[src/rtl/trapezoidal_speed_profile_unit_macros.svh]
// Assertion macros for the trapezoidal speed profile unit.
// Included by files that check their own pipeline behaviour.
`ifndef TRAPEZOIDAL_SPEED_PROFILE_UNIT_MACROS_SVH
`define TRAPEZOIDAL_SPEED_PROFILE_UNIT_MACROS_SVH
// Implication checked on every clock edge outside reset.
`define TSP_ASSERT_IMP(label, ante, cons) \
    label: assert property (@(posedge clk) disable iff (!rst_n) (ante) |-> (cons)) \
        else $error("assertion failed");
// Next-cycle implication checked outside reset.
`define TSP_ASSERT_NXT(label, ante, cons) \
    label: assert property (@(posedge clk) disable iff (!rst_n) (ante) |=> (cons)) \
        else $error("assertion failed");
`endif

[src/rtl/tsp_pkg.sv]
// Shared types and constants for the trapezoidal speed profile unit.
// No dependencies.
package tsp_pkg;
    localparam int SPEED_W = 16;
    localparam int DIST_W  = 20;
    localparam int ACC_W   = 16;
    // Energy terms: speed^2 is 32 bits, 2*a*x is 41 bits; signed sums need 44.
    localparam int E_W     = 44;
    localparam int SQ_STEPS = E_W / 2;

    localparam logic [2:0] ADDR_TOP_SPEED = 3'h0;
    localparam logic [2:0] ADDR_MAX_ACCEL = 3'h4;

    typedef enum logic [1:0] {
        PH_ACCEL  = 2'd0,
        PH_CRUISE = 2'd1,
        PH_DECEL  = 2'd2
    } phase_t;

    typedef logic signed [E_W-1:0] energy_t;

    // Result of the decision stage: radicand, branch and cruise speed.
    typedef struct packed {
        energy_t            radicand;
        phase_t             phase;
        logic [SPEED_W-1:0] cruise;
    } decision_t;
endpackage

[src/rtl/tsp_energy.sv]
// Energy stages: squares the speeds and forms 2*a*x terms, then the decision.
// Depends on tsp_pkg.
module tsp_energy
    import tsp_pkg::*;
(
    input  logic                clk,
    input  logic                advance,
    input  logic [SPEED_W-1:0]  start_speed,
    input  logic [SPEED_W-1:0]  end_speed,
    input  logic [DIST_W-1:0]   remaining_distance,
    input  logic [DIST_W-1:0]   segment_length,
    input  logic [SPEED_W-1:0]  top_speed,
    input  logic [ACC_W-1:0]    max_accel,
    output decision_t           decision
);
    // stage 1: products
    energy_t es_reg, ee_reg, em_reg, el_reg, ed_reg;
    logic [SPEED_W-1:0] xs_reg, xe_reg, top_reg;
    // stage 2: decision
    decision_t dec_reg;
    decision_t dec_next;

    always_ff @(posedge clk)
    begin
        if (advance)
        begin
            es_reg  <= energy_t'({12'd0, 32'(start_speed) * 32'(start_speed)});
            ee_reg  <= energy_t'({12'd0, 32'(end_speed) * 32'(end_speed)});
            em_reg  <= energy_t'({12'd0, 32'(top_speed) * 32'(top_speed)});
            el_reg  <= energy_t'({3'd0, 36'(max_accel) * 36'(segment_length), 5'b0});
            ed_reg  <= energy_t'({3'd0, 36'(max_accel) * 36'(remaining_distance), 5'b0});
            xs_reg  <= start_speed;
            xe_reg  <= end_speed;
            top_reg <= top_speed;
            dec_reg <= dec_next;
        end
    end

    always_comb
    begin
        energy_t ep, r1, r2, diff;
        logic accel;
        ep = el_reg - ed_reg;
        r1 = em_reg - es_reg;
        r2 = em_reg - ee_reg;
        diff = es_reg - ee_reg;
        if (diff < 0)
        begin
            diff = -diff;
        end
        dec_next.cruise = top_reg;
        if (r1 + r2 < el_reg)
        begin
            if (ep < r1)
            begin
                accel = 1'b1;
                dec_next.phase = PH_ACCEL;
            end
            else if (ep < el_reg - r2)
            begin
                accel = 1'b0;
                dec_next.phase = PH_CRUISE;
            end
            else
            begin
                accel = 1'b0;
                dec_next.phase = PH_DECEL;
            end
        end
        else
        begin
            if (diff < el_reg)
            begin
                accel = ((ep <<< 1) < ee_reg - es_reg + el_reg);
            end
            else
            begin
                accel = !(xs_reg > xe_reg);
            end
            if (accel)
            begin
                dec_next.phase = PH_ACCEL;
            end
            else
            begin
                dec_next.phase = PH_DECEL;
            end
        end
        dec_next.radicand = accel ? (es_reg + ep) : (ee_reg + ed_reg);
    end

    assign decision = dec_reg;
endmodule

[config.mk]
export PLATFORM = sky130hd
export DESIGN_NAME = tsp_energy
export DESIGN_NICKNAME = d
export VERILOG_FILES = /design/src/rtl/trapezoidal_speed_profile_unit_macros.svh /design/src/rtl/tsp_pkg.sv /design/src/rtl/tsp_energy.sv
export SDC_FILE = /design/constraint.sdc
export NUM_CORES = 2
export LEC_CHECK = 0
export BUFFER_PORTS_ARGS = -buffer_cell sky130_fd_sc_hd__clkbuf_2
export CELL_PAD_IN_SITES_DETAIL_PLACEMENT = 0
export CELL_PAD_IN_SITES_GLOBAL_PLACEMENT = 1
export CORE_MARGIN = 3
export CORE_UTILIZATION = 40
export CTS_BUF_LIST = sky130_fd_sc_hd__clkbuf_8
export DETAILED_ROUTE_END_ITERATION = 8
export PLACE_DENSITY_LB_ADDON = 0.1
export SYNTH_ARGS = -nofsm -noshare
export SYNTH_HDL_FRONTEND = slang
export SYNTH_SLANG_ARGS = --single-unit
[constraint.sdc]
create_clock -name clk -period 13.4 [get_ports clk]
set_clock_uncertainty 0.2 [all_clocks]
set_input_delay 0 -clock clk [delete_from_list [all_inputs] [get_ports clk]]
set_output_delay 0 -clock clk [all_outputs]
set_load 0.05 [all_outputs]
# == Yosys cells after proc, flatten, opt, wreduce, memory -nomap -nowiden ==
# Cells that the tools add are included.
# op_classes
add_sub_neg,11
multipliers,5
order_cmp,7
mux,10
reduce_logical,1
# op_table
cell,count
$sub 32x32->33,4
$mul 16x16->32,3
$mux 44,2
$add 33x42->43,2
$mul 16x20->36,2
$lt 44x42->1,1
$neg 33->44,1
$lt 42x43->1,1
$lt 43x43->1,1
$sub 42x33->43,1
$add 32x41->42,1
$lt 34x42->1,1
$lt 42x33->1,1
$sub 41x41->42,1
$add 33x33->34,1
$lt 33x1->1 const B,1
$gt 16x16->1,1
$mux 2,4
$mux 1,4
$logic_not 1->1,1
# word_totals
reg_bits,278
inputBits,106
wordCells,45

# == Logic depth before layout (Yosys ltp) ==
# depth
word_depth,8
mapped_depth,43

# == Worst setup path after synthesis ==
# Ideal clock, no wire load.
# synth_timing
path_type,register to register
from,register es_reg[2]
to,register dec_reg (netlist bit decision[32]) (data pin)
setup_time_ps,260
arrival_time_ps,7149
path_slack_ps,5791
path_stages_with_launch,37
path_buffers,2
synth_period_minus_slack_ps,7609
path_cell_list,edfxtp_1 > inv_1 > ha_1 > nor2b_1 > o21ai_0 > a21boi_0 > o21ai_0 > a211oi_1 > nor2_1 > nor2b_1 > nor2_1 > inv_1 > a21oi_1 > xnor2_1 > ha_1 > a21oi_1 > o21ai_0 > a21oi_1 > o31a_1 > o21ai_1 > and3_1 > o41a_1 > a41o_1 > or4_1 > a31o_2 > a21oi_1 > xnor2_1 > ha_1 > nand4_1 > or4_1 > nor3_1 > a211o_1 > a31oi_1 > nor2b_1 > buf_6 > buf_6 > mux2_4
# synth_lines
item,line_no,text
from (decl),tsp_energy.sv:17,"energy_t es_reg, ee_reg, em_reg, el_reg, ed_reg;"
from (signal assigned),tsp_energy.sv:27,"es_reg <= energy_t'({12'd0, 32'(start_speed) * 32'(start_speed)});"
to (signal assigned),tsp_energy.sv:35,dec_reg <= dec_next;
to (decl),tsp_energy.sv:20,decision_t dec_reg;

==> qor.yml <==
worst_setup_path:
  reg2reg_slack_ns: 3.26
  cp_num_cells: 34
  path_max_fanout: 26
  cp_num_buf_inv: 2
  crit_family: "compound AO/OA/AOI/OAI gates"
  worst_ep_arrival_time_ns: 10.48
  critPathMaxStageDelay_ns: 0.73
  r2r_end: "decision[23]"
  worst_r2r_path_depth: 34
  cp-start-kind: "flop"
  slowest_stage: "o21ai_0"
  cp-end-kind: "flop"
  crit_start: "es_reg[2]"
  timing.critical_path.mode_cell: "o21ai_0"
  path_class: "flop to flop"
  endpoint: "decision[23]"
  reg2reg_from: "es_reg[2]"
  cp.required_ns: 13.73
run_status:
  status: "complete, no violations"
cts:
  clk_path_buf_depth: 3
  clock_sinks: 270
  cts_resized: 0
  cts_max_level: 2
  cts_hold_buf: 72
  cts_buffers: 56
  clk_pin_slew_ns: 0.06
  cts-root-buf: "clkbuf_8"
  cts_setup_buffers: 0
  clk_latency_ns: 0.82
  cts_tree: "done"
layout:
  num-nets-final: 10100
  drive_gt1_share_pct: 4.60
  area_delta_synth_final_pct: 7.67
  post-route-util_pct: 43.4
  layout.cells.non_filler: 10300
  largest_register_ffs: 60
  fillCellCount: 17500
  multi_input_area_sq_mm: 0.0556
  seq_area_sq_mm: 0.00811
logic_synthesis:
  synth_seq_cells: 270
  synth_top_area_share_pct: 28.6
  synthArstFlopShare_pct: 0
  yosys.area.top_type: "fa_1"
  yosysSeqAreaShare_pct: 11.6
  synth_cell_types: 87
  synth_edf_count: 270
  synth_area_leaders: "fa_1 29%, ha_1 18%, edfxtp_1 12%, inv_1 8.1%, nand2_1 4.2%"
  mappedNetlistArea_sq_mm: 0.0702
  syn_inst: 7812
  yosys_warnings: 0
  synth_area_per_cell_sq_um: 8.98
  synth-main-ff-cell: "edfxtp_1"
timing:
  holdWs_ns: 0.0780
  relSlewSlack_pct: 25.0
  min_period_over_period_pct: 75.7
  finalSetupViolations: 0
  slew_viol_final: 0
  final_hold_viol_count: 0
  rsz0062_at_grt: "no"
  fmax_mhz: 98.6
  tightest_slew_ns: 1.13
  period_minus_slack_ns: 10.14
  tns_ns: 0
drt:
  wl_per_cell_um: 19.8
  drc: 0
  via_per_inst: 5.16
  firstDrtPassIters: 6
  vias: 53300
  drt_iter0_markers: 2476
  wl_um: 204000
  ant_nets: 0
placement:
  gp_congestion: 0.910
  hpwl_um: 171000
  dp.cells: 10200
  portBuffers: 166
floorplanning:
  ios: 168
  rows: 153
  fp.dieW_um: 425
  die-area_sq_mm: 0.181
  fp.dieH_um: 425
  core_sq_mm: 0.174
  start_util_pct: 40.3
grt:
  grt_usage_pct: 23.1
  grt_overflow: 0
  grt_pass1_vias: 57300
  grt_pass1_wl_um: 324000
  antenna_found_initial: 14
  grt_max_degree: 128
flow_run:
  maxCapViolCount: 0
hold_path:
  hold_path_class: "input pin to flop"
## layout by cell type, fill, tap and decap left out, types with 13 or more instances in the layout
| cell type | n |
|---|---|
| or2_2 | 27 |
| mux2i_1 | 41 |
| a21boi_0 | 14 |
| ha_1 | 1031 |
| o21ai_0 | 208 |
| xnor2_1 | 296 |
| o211ai_1 | 19 |
| nor2_1 | 295 |
| xor2_1 | 180 |
| o31a_1 | 14 |
| buf_4 | 44 |
| dlygate4sd3_1 | 72 |
| o31ai_1 | 18 |
| nor3_1 | 76 |
| and2_1 | 377 |
| nand2_1 | 787 |
| o21bai_1 | 61 |
| a21o_1 | 246 |
| a41o_1 | 13 |
| clkbuf_2 | 165 |
| clkbuf_8 | 56 |
| nor2b_1 | 89 |
| and3_1 | 42 |
| a41oi_1 | 14 |
| edfxtp_1 | 270 |
| inv_1 | 1526 |
| nand3_1 | 67 |
| fa_1 | 1001 |
| nor4_1 | 15 |
| a31oi_1 | 33 |
| a211oi_1 | 36 |
| nand4_1 | 58 |
| o21a_1 | 65 |
| or3_1 | 26 |
| a211o_1 | 19 |
| nand2b_1 | 82 |
| a21oi_1 | 404 |
## layer usage
metal	routed length (um)	global-route usage, %
met1	95900	31.5
met3	5530	1.76
met2	96500	39.4
met5	74	0
met4	6370	6.37
## per-stage QoR
step / worst slack [ns] / cell area, sq um
after global placement: 3.34 / 73500
after detailed placement: 3.30 / 73500
after global routing: 2.42 / 75600
final: 3.26 / 75600
after floorplan: 5.79 / 70200
after CTS: 3.26 / 75600
## Yosys cell counts (15+ instances only)
| cell | n |
|---|---|
| xor2_1 | 180 |
| o21a_1 | 65 |
| nand4_1 | 58 |
| o21bai_1 | 61 |
| inv_1 | 1519 |
| a21oi_1 | 404 |
| a31oi_1 | 33 |
| o211ai_1 | 19 |
| xnor2_1 | 296 |
| mux2i_1 | 41 |
| o21ai_0 | 208 |
| nor4_1 | 15 |
| o31ai_1 | 18 |
| a21o_1 | 246 |
| nor3_1 | 76 |
| or2_2 | 27 |
| nand2b_1 | 82 |
| nor2_1 | 295 |
| nand3_1 | 67 |
| nand2_1 | 787 |
| and2_1 | 377 |
| fa_1 | 1001 |
| nor2b_1 | 90 |
| and3_1 | 42 |
| ha_1 | 1031 |
| clkbuf_1 | 188 |
| a211o_1 | 19 |
| or3_1 | 26 |
| edfxtp_1 | 270 |
| a211oi_1 | 36 |
## worst min-delay path by stage
stage	from	to	cells after the start
after floorplan	top_speed[0]	top_reg[0]	0
after global placement	top_reg[11]	decision[11]	0
after detailed placement	top_reg[13]	decision[13]	0
after CTS	start_speed[3]	xs_reg[3]	2
after global routing	top_speed[0]	top_reg[0]	2
final	top_speed[0]	top_reg[0]	2
## cell families after synthesis
| logic type | share of synthesized area, % |
|---|---|
| fa+ha+maj | 46.9 |
| simple gates | 13.8 |
| buf+inv | 9.24 |
| compound gates | 11.8 |
| xor+xnor | 5.99 |
| flops | 11.6 |
| mux | 0.708 |
| other cells | 0.00534 |
## cell type report
class,instances,area share (%)
clock buffer,56,1.02
timing repair buffer,283,2.53
sequential,270,10.7
tap,2325,3.85
clock inverter,49,0.679
inverter,1519,7.55
antenna,7,0.0232
multi-input combinational,5831,73.6
Power is left out: the tool's default activity adds up to more than one toggle a clock period on the data nets, which glitch-free logic cannot reach.
