<file path="config.mk">
export PLATFORM = sky130hd
export DESIGN_NAME = tsp_sqrt
export DESIGN_NICKNAME = d
export VERILOG_FILES = /design/src/rtl/trapezoidal_speed_profile_unit_macros.svh /design/src/rtl/tsp_pkg.sv /design/src/rtl/tsp_sqrt.sv
export SDC_FILE = /design/constraint.sdc
export NUM_CORES = 2
export LEC_CHECK = 0
export BUFFER_PORTS_ARGS = -buffer_cell sky130_fd_sc_hd__buf_2
export CORE_ASPECT_RATIO = 2
export CORE_MARGIN = 2
export CORE_UTILIZATION = 35
export DETAILED_ROUTE_END_ITERATION = 8
export GPL_TIMING_DRIVEN = 1
export PLACE_DENSITY = 0.51
export SYNTH_ARGS = -nofsm -noshare
export SYNTH_HDL_FRONTEND = slang
export SYNTH_SLANG_ARGS = --single-unit
</file>
<file path="constraint.sdc">
create_clock -name clk -period 7 [get_ports clk]
set_clock_uncertainty 0.05 [all_clocks]
set_input_delay 1.05 -clock clk [delete_from_list [all_inputs] [get_ports clk]]
set_output_delay 1.05 -clock clk [all_outputs]
set_load 0.02 [all_outputs]
</file>
<file path="src/rtl/trapezoidal_speed_profile_unit_macros.svh">
// Assertion macros for the trapezoidal speed profile unit.
// Included by files that check their own pipeline behaviour.
`ifndef TRAPEZOIDAL_SPEED_PROFILE_UNIT_MACROS_SVH
`define TRAPEZOIDAL_SPEED_PROFILE_UNIT_MACROS_SVH
// Implication checked on every clock edge outside reset.
`define TSP_ASSERT_IMP(label, ante, cons) \
    label: assert property (@(posedge clk) disable iff (!rst_n) (ante) |-> (cons)) \
        else $error("assertion failed");
// Next-cycle implication checked outside reset.
`define TSP_ASSERT_NXT(label, ante, cons) \
    label: assert property (@(posedge clk) disable iff (!rst_n) (ante) |=> (cons)) \
        else $error("assertion failed");
`endif

</file>
<file path="src/rtl/tsp_pkg.sv">
// Shared types and constants for the trapezoidal speed profile unit.
// No dependencies.
package tsp_pkg;
    localparam int SPEED_W = 16;
    localparam int DIST_W  = 20;
    localparam int ACC_W   = 16;
    // Energy terms: speed^2 is 32 bits, 2*a*x is 41 bits; signed sums need 44.
    localparam int E_W     = 44;
    localparam int SQ_STEPS = E_W / 2;

    localparam logic [2:0] ADDR_TOP_SPEED = 3'h0;
    localparam logic [2:0] ADDR_MAX_ACCEL = 3'h4;

    typedef enum logic [1:0] {
        PH_ACCEL  = 2'd0,
        PH_CRUISE = 2'd1,
        PH_DECEL  = 2'd2
    } phase_t;

    typedef logic signed [E_W-1:0] energy_t;

    // Result of the decision stage: radicand, branch and cruise speed.
    typedef struct packed {
        energy_t            radicand;
        phase_t             phase;
        logic [SPEED_W-1:0] cruise;
    } decision_t;
endpackage

</file>
<file path="src/rtl/tsp_sqrt.sv">
// Pipelined integer square root, one result bit per stage, with saturation; cruise passes the cruise speed.
// Depends on tsp_pkg.
module tsp_sqrt
    import tsp_pkg::*;
(
    input  logic                clk,
    input  logic                advance,
    input  decision_t           decision,
    output logic [SPEED_W-1:0]  speed_command,
    output phase_t              profile_phase
);
    localparam int R_W = SQ_STEPS;

    logic [E_W-1:0]     rem_reg   [SQ_STEPS+1];
    logic [R_W-1:0]     root_reg  [SQ_STEPS+1];
    phase_t             ph_reg    [SQ_STEPS+1];
    logic [SPEED_W-1:0] cru_reg   [SQ_STEPS+1];
    logic [SPEED_W-1:0] out_reg;
    phase_t             phout_reg;

    always_ff @(posedge clk)
    begin
        if (advance)
        begin
            rem_reg[0]  <= decision.radicand[E_W-1] ? '0 : E_W'(decision.radicand);
            root_reg[0] <= '0;
            ph_reg[0]   <= decision.phase;
            cru_reg[0]  <= decision.cruise;
        end
    end

    // each stage decides one root bit, most significant first
    for (genvar g = 0; g < SQ_STEPS; g++)
    begin : g_step
        localparam int SH = 2 * (SQ_STEPS - 1 - g);
        logic [E_W-1:0] trial;
        logic [E_W-1:0] top_part;
        assign trial = (E_W'({root_reg[g], 2'b01})) << SH;
        assign top_part = rem_reg[g];
        always_ff @(posedge clk)
        begin
            if (advance)
            begin
                if (top_part >= trial)
                begin
                    rem_reg[g+1]  <= top_part - trial;
                    root_reg[g+1] <= {root_reg[g][R_W-2:0], 1'b1};
                end
                else
                begin
                    rem_reg[g+1]  <= top_part;
                    root_reg[g+1] <= {root_reg[g][R_W-2:0], 1'b0};
                end
                ph_reg[g+1]  <= ph_reg[g];
                cru_reg[g+1] <= cru_reg[g];
            end
        end
    end

    always_ff @(posedge clk)
    begin
        if (advance)
        begin
            phout_reg <= ph_reg[SQ_STEPS];
            if (ph_reg[SQ_STEPS] == PH_CRUISE)
            begin
                out_reg <= cru_reg[SQ_STEPS];
            end
            else if (|root_reg[SQ_STEPS][R_W-1:SPEED_W])
            begin
                out_reg <= '1;
            end
            else
            begin
                out_reg <= root_reg[SQ_STEPS][SPEED_W-1:0];
            end
        end
    end

    assign speed_command = out_reg;
    assign profile_phase = phout_reg;
endmodule

</file>
## Yosys cells after proc, flatten, opt, wreduce, memory -nomap -nowiden

Memory sizes are Yosys's and may differ from the RTL's.
Cells that the tools add are included.

| word-level totals | value |
|---|---|
| flip-flop bits (word level) | 18 |
| RAM bits | 1932 |
| bits of input ports | 64 |
| output and inout bits | 18 |
| word-level logic and storage cells | 277 |
| memories | 4 |

Memories:

| memory | words | width | read ports | clocked after memory_dff | write ports | RTL line | text |
|---|---|---|---|---|---|---|---|
| rem_reg | 23 | 44 | 22 | 0 | 23 | tsp_sqrt.sv:14 | `logic [E_W-1:0] rem_reg [SQ_STEPS+1];` |
| root_reg | 23 | 22 | 23 | 0 | 23 | tsp_sqrt.sv:15 | `logic [R_W-1:0] root_reg [SQ_STEPS+1];` |
| cru_reg | 23 | 16 | 23 | 0 | 23 | tsp_sqrt.sv:17 | `logic [SPEED_W-1:0] cru_reg [SQ_STEPS+1];` |
| ph_reg | 23 | 2 | 23 | 0 | 23 | tsp_sqrt.sv:16 | `phase_t ph_reg [SQ_STEPS+1];` |

| operators by class | value |
|---|---|
| add/subtract/negate cells | 22 |
| $lt $le $gt $ge | 22 |
| eq/ne operators | 1 |
| muxes and demuxes | 181 |
| bitwise operators | 44 |
| reduce and logical (&&, ||, !) cells | 1 |

Operator list:

| cell | number |
|---|---|
| $mux 44 | 22 |
| $ge 44x44->1 | 11 |
| $mux 22 | 22 |
| $sub 44x44->44 | 11 |
| $mux 1 | 134 |
| $ge 44x24->1 | 1 |
| $ge 44x26->1 | 1 |
| $ge 44x28->1 | 1 |
| $ge 44x30->1 | 1 |
| $ge 44x32->1 | 1 |
| $ge 44x34->1 | 1 |
| $ge 44x36->1 | 1 |
| $ge 44x38->1 | 1 |
| $ge 44x40->1 | 1 |
| $ge 44x42->1 | 1 |
| $ge 44x43->1 const B | 1 |
| $or 1x1->1 | 44 |
| $sub 44x24->44 | 1 |
| $sub 44x26->44 | 1 |
| $sub 44x28->44 | 1 |
| $sub 44x30->44 | 1 |
| $sub 44x32->44 | 1 |
| $sub 44x34->44 | 1 |
| $sub 44x36->44 | 1 |
| 8 further kinds | 9 |

## Depth between registers and ports, before layout

An unclocked memory read counts as a cell.

| depth | value |
|---|---|
| depth in word-level cells | 6 |
| depth in mapped cells | 14 |
| mapped depth without buffers | 10 |

## Worst setup path after synthesis

No wires, ideal clock.

| path | value |
|---|---|
| path type | input port to flip-flop |
| from | in advance |
| to | mem rem_reg[19][0], in the netlist rem_reg[2][132] (enable) |
| setup time | 443 ps |
| data arrival time | 3617 ps |
| data required time | 6507 ps |
| slack | 2890 ps |
| stages on the path | 4 |
| path buffers | 4 |
| path through | clkbuf_1 > clkbuf_1 > clkbuf_1 > clkbuf_1 |

RTL lines:

| what | RTL line | text |
|---|---|---|
| start: declaration | tsp_sqrt.sv:7 | `input logic advance,` |
| end: declaration | tsp_sqrt.sv:14 |  |

==> impl_metrics.tcl <==
set metrics [dict create \
    layout_cell_share_with_drive_strength_beyond_1_pct 7.86 \
    yosys.area.top_type_share_pct 69.8 \
    worstPathCellList "ha_1 -> nand4_1 -> nor4_2 -> a2111oi_0 -> a31o_2 -> a21oi_1 -> o211ai_1 -> nor4_1 -> xor2_1" \
    total_power_mw 25.2 \
    cp.arrival_ns 5.10 \
    multi_input_comb_area_um2 19800 \
    first_global_vias 42900 \
    crit_path_end_kind "flip-flop" \
    detail_route.wirelength_um 174000 \
    grt_start_max_net_pins 184 \
    ys_seq_area_share_pct 69.9 \
    yosysTopAreaCell "sky130_fd_sc_hd__edfxtp_1" \
    final_design_instance_area_without_fill_um2 79800 \
    ir_drop_uv 226 \
    floorplan.core_area_um2 201000 \
    outcome "finished, final reports clean" \
    clk_path_buf_depth 4 \
    slew_violations 0 \
    postCtsHoldBufs 0 \
    ys_ff_latch 1652 \
    die_h_um 641 \
    worst-path-max-fanout 8 \
    tightestPinTransition_ns 1.28 \
    clock-root-buffer "sky130_fd_sc_hd__clkbuf_16" \
    reg2regPathDepth 9 \
    drt-pass1-iter-count 5 \
    slew-limit-headroom_pct 12.7 \
    finalNetCount 5543 \
    fp-row-count 233 \
    fillers 18600 \
    p_per_area_nw_per_um2 316 \
    crit_type "reg2reg" \
    min_delay_worst_endpoint "cru_reg[1][2]" \
    drt_iter0_drc 2148 \
    vias 39900 \
    antenna_found_initial 5 \
    critical_path.startpoint_type "flip-flop" \
    largest_register_ffs 967 \
    synth_flop_cell "sky130_fd_sc_hd__edfxtp_1" \
    grt.total_usage_pct 16.8 \
    mostFrequentLayoutCells "sky130_fd_sc_hd__edfxtp_1 (1651), sky130_fd_sc_hd__inv_1 (342), sky130_fd_sc_hd__nand2_1 (320)" \
    synth_nets 5367 \
    holdCritStartpoint "cru_reg[0][2]" \
    hold_removal_path_class "reg2reg" \
    critical_path.reg2reg.endpoint "rem_reg[2][170]" \
    netlist-cell-type-count 81 \
    routabilityCongestion 1.01 \
    cts-buffers-inserted 163 \
    setup-tns-final_ns 0 \
    tritoncts_clock_tree "done" \
    vias_per_cell 4.98 \
    synth_warnings 0 \
    start_util_pct 35.2 \
    rsz0062_at_grt "false" \
    dieWidth_um 322 \
    post_synth.cell_area_avg_um2 14.1 \
    global_route_wire_length_before_repair_um 253000 \
    floorplan.io_pins 82 \
    ff_latch_area_um2 49600 \
    route.detailed.wl_per_inst_um 21.7 \
    finalCriticalPeriod_ns 4.63 \
    clock.fmax_mhz 216 \
    finalSetupViolations 0 \
    io_buffer_count 81 \
    clkTransAtPathRegs_ns 0.06 \
    synth-edff-count 1651 \
    whs_ns 0.324 \
    detailedPlacementHpwl_um 131000 \
    final_common_cell "sky130_fd_sc_hd__edfxtp_1" \
    post_cts_repair_setup_buffers 0 \
    synthTopCellsByArea "sky130_fd_sc_hd__edfxtp_1 (70%), sky130_fd_sc_hd__ha_1 (4.8%), sky130_fd_sc_hd__xor2_1 (2.6%)" \
    layout_worst_path_cycle_share_pct 66.1 \
    clkSinkCount 1652 \
    post_cts_resized 0 \
    min_delay_path_depth 0 \
    detailed_place.area_um2 74900 \
    worst_skew_pair.late_latency_ns 0.85 \
    htreeDepth 4 \
    grt_remaining_overflow 0 \
    remaining_drc_errors 0 \
    worst_r2r_startpoint "rem_reg[2][98]" \
    r2r_slack_ns 2.37 \
    cp_data_required_time_ns 7.48 \
    area_delta_synth_final_pct 12.4 \
    critPathSlowestCell "sky130_fd_sc_hd__nor4_2" \
    syn-instance-count 5032 \
    cap_viol_max_count 0 \
    ant_nets_after_route 0 \
    critical-path-max-stage-delay_ns 0.96 \
    leakage_nw 28.5 \
    combined_area_of_all_synthesized_cells_um2 71000 \
    hold_viol_final 0 \
    synthArstFlopShare_pct 0 \
    die_area_um2 207000 \
]
[critical path, delay by kind of cell, from the launching register on]
kind | cells | cell delay [ns]
adder cells (fa/ha/maj) | 1 | 0.39
AO/OA/AOI/OAI | 4 | 1.63
AND/OR/NAND/NOR | 3 | 1.68
flip-flops | 1 | 0.44
XOR/XNOR | 1 | 0.10
[worst max-delay path by stage]
| stage | start | end | slack [ns] | cells past startpoint |
|---|---|---|---|---|
| 3_3_place_gp | advance | rem_reg[1][87] | 0.86 | 9 |
| 6_report | rem_reg[2][98] | rem_reg[2][170] | 2.37 | 9 |
| 3_5_place_dp | advance | rem_reg[2][127] | 2.18 | 9 |
| 5_1_grt | rem_reg[2][98] | rem_reg[2][170] | 2.49 | 9 |
| 4_1_cts | rem_reg[2][98] | rem_reg[2][170] | 2.47 | 9 |
| 2_1_floorplan | advance | rem_reg[2][132] | 2.89 | 4 |
[where the power goes]
part           total (mW)  internal [mW]  switching (mW)  leakage [nW]
Combinational        3.92           1.50            2.42          10.2
Clock                8.35           4.71            3.63          2.41
Sequential           13.0           12.2           0.777          16.0
[cell type report]
class | count | area share [%]
multi-input cells | 2923 | 24.8
inverters | 342 | 1.61
diodes | 3 | 0.00941
well taps | 2702 | 4.24
flip-flops and latches | 1652 | 62.2
repair buffers | 126 | 1.03
clock inverters | 79 | 0.837
clock buffers | 198 | 5.33
[routing by layer]
metal / GRT usage, % / routed length, um / up-vias
met5: 0 / 0 / -
met4: 15.7 / 18400 / 0
met3: 2.13 / 4190 / 505
met2: 37.4 / 109000 / 700
met1: 10.3 / 42500 / 19500
li1: - / - / 19300
[synth_stat cells (9+ instances only)]
| master | instances |
|---|---|
| sky130_fd_sc_hd__edfxtp_1 | 1651 |
| sky130_fd_sc_hd__nor2b_1 | 83 |
| sky130_fd_sc_hd__nand4_1 | 64 |
| sky130_fd_sc_hd__nand2b_1 | 51 |
| sky130_fd_sc_hd__and3_1 | 18 |
| sky130_fd_sc_hd__a211oi_1 | 35 |
| sky130_fd_sc_hd__o21ai_0 | 277 |
| sky130_fd_sc_hd__nand3b_1 | 13 |
| sky130_fd_sc_hd__and2_1 | 26 |
| sky130_fd_sc_hd__inv_1 | 342 |
| sky130_fd_sc_hd__o21a_1 | 47 |
| sky130_fd_sc_hd__xor2_1 | 207 |
| sky130_fd_sc_hd__o211ai_1 | 28 |
| sky130_fd_sc_hd__mux2_2 | 28 |
| sky130_fd_sc_hd__ha_1 | 271 |
| sky130_fd_sc_hd__nor4b_1 | 20 |
| sky130_fd_sc_hd__or4_1 | 25 |
| sky130_fd_sc_hd__o31ai_1 | 24 |
| sky130_fd_sc_hd__mux2i_1 | 11 |
| sky130_fd_sc_hd__nor2_1 | 279 |
| sky130_fd_sc_hd__a21boi_0 | 9 |
| sky130_fd_sc_hd__a21o_1 | 81 |
| sky130_fd_sc_hd__a31oi_1 | 20 |
| sky130_fd_sc_hd__nand3_1 | 78 |
| sky130_fd_sc_hd__nor4_1 | 152 |
| sky130_fd_sc_hd__and4b_1 | 10 |
| sky130_fd_sc_hd__clkbuf_1 | 103 |
| sky130_fd_sc_hd__nor3_1 | 121 |
| sky130_fd_sc_hd__nor3b_1 | 13 |
| sky130_fd_sc_hd__nand2_1 | 320 |
| sky130_fd_sc_hd__or2_2 | 12 |
| sky130_fd_sc_hd__a21oi_1 | 212 |
| sky130_fd_sc_hd__xnor2_1 | 181 |
| sky130_fd_sc_hd__a2111oi_0 | 14 |
| sky130_fd_sc_hd__nand4b_1 | 15 |
| sky130_fd_sc_hd__or3_1 | 44 |
| sky130_fd_sc_hd__o21bai_1 | 15 |
[cells by family (layout without fill, tap and decap cells)]
kind of cell	Yosys count	after routing	share of synthesized area, %
xor gates and xnor gates	388	388	4.79
and+or+nand+nor	1373	1373	10.1
buffers and inverters	457	745	2.44
AOI/OAI and AO/OA	852	852	7.48
DFF	1652	1652	69.9
adders and majority gates	271	271	4.78
other	0	3	0
muxes	39	39	0.599
[metrics by stage]
step	cells	setup WS (ns)	util (%)
floorplan	5032	2.89	-
global placement	7743	0.861	37.1
detailed placement	7745	2.18	37.2
CTS	8022	2.47	39.6
global route	8024	2.49	39.6
finish	8025	2.37	39.6
Power figures use the tool's default switching activity.
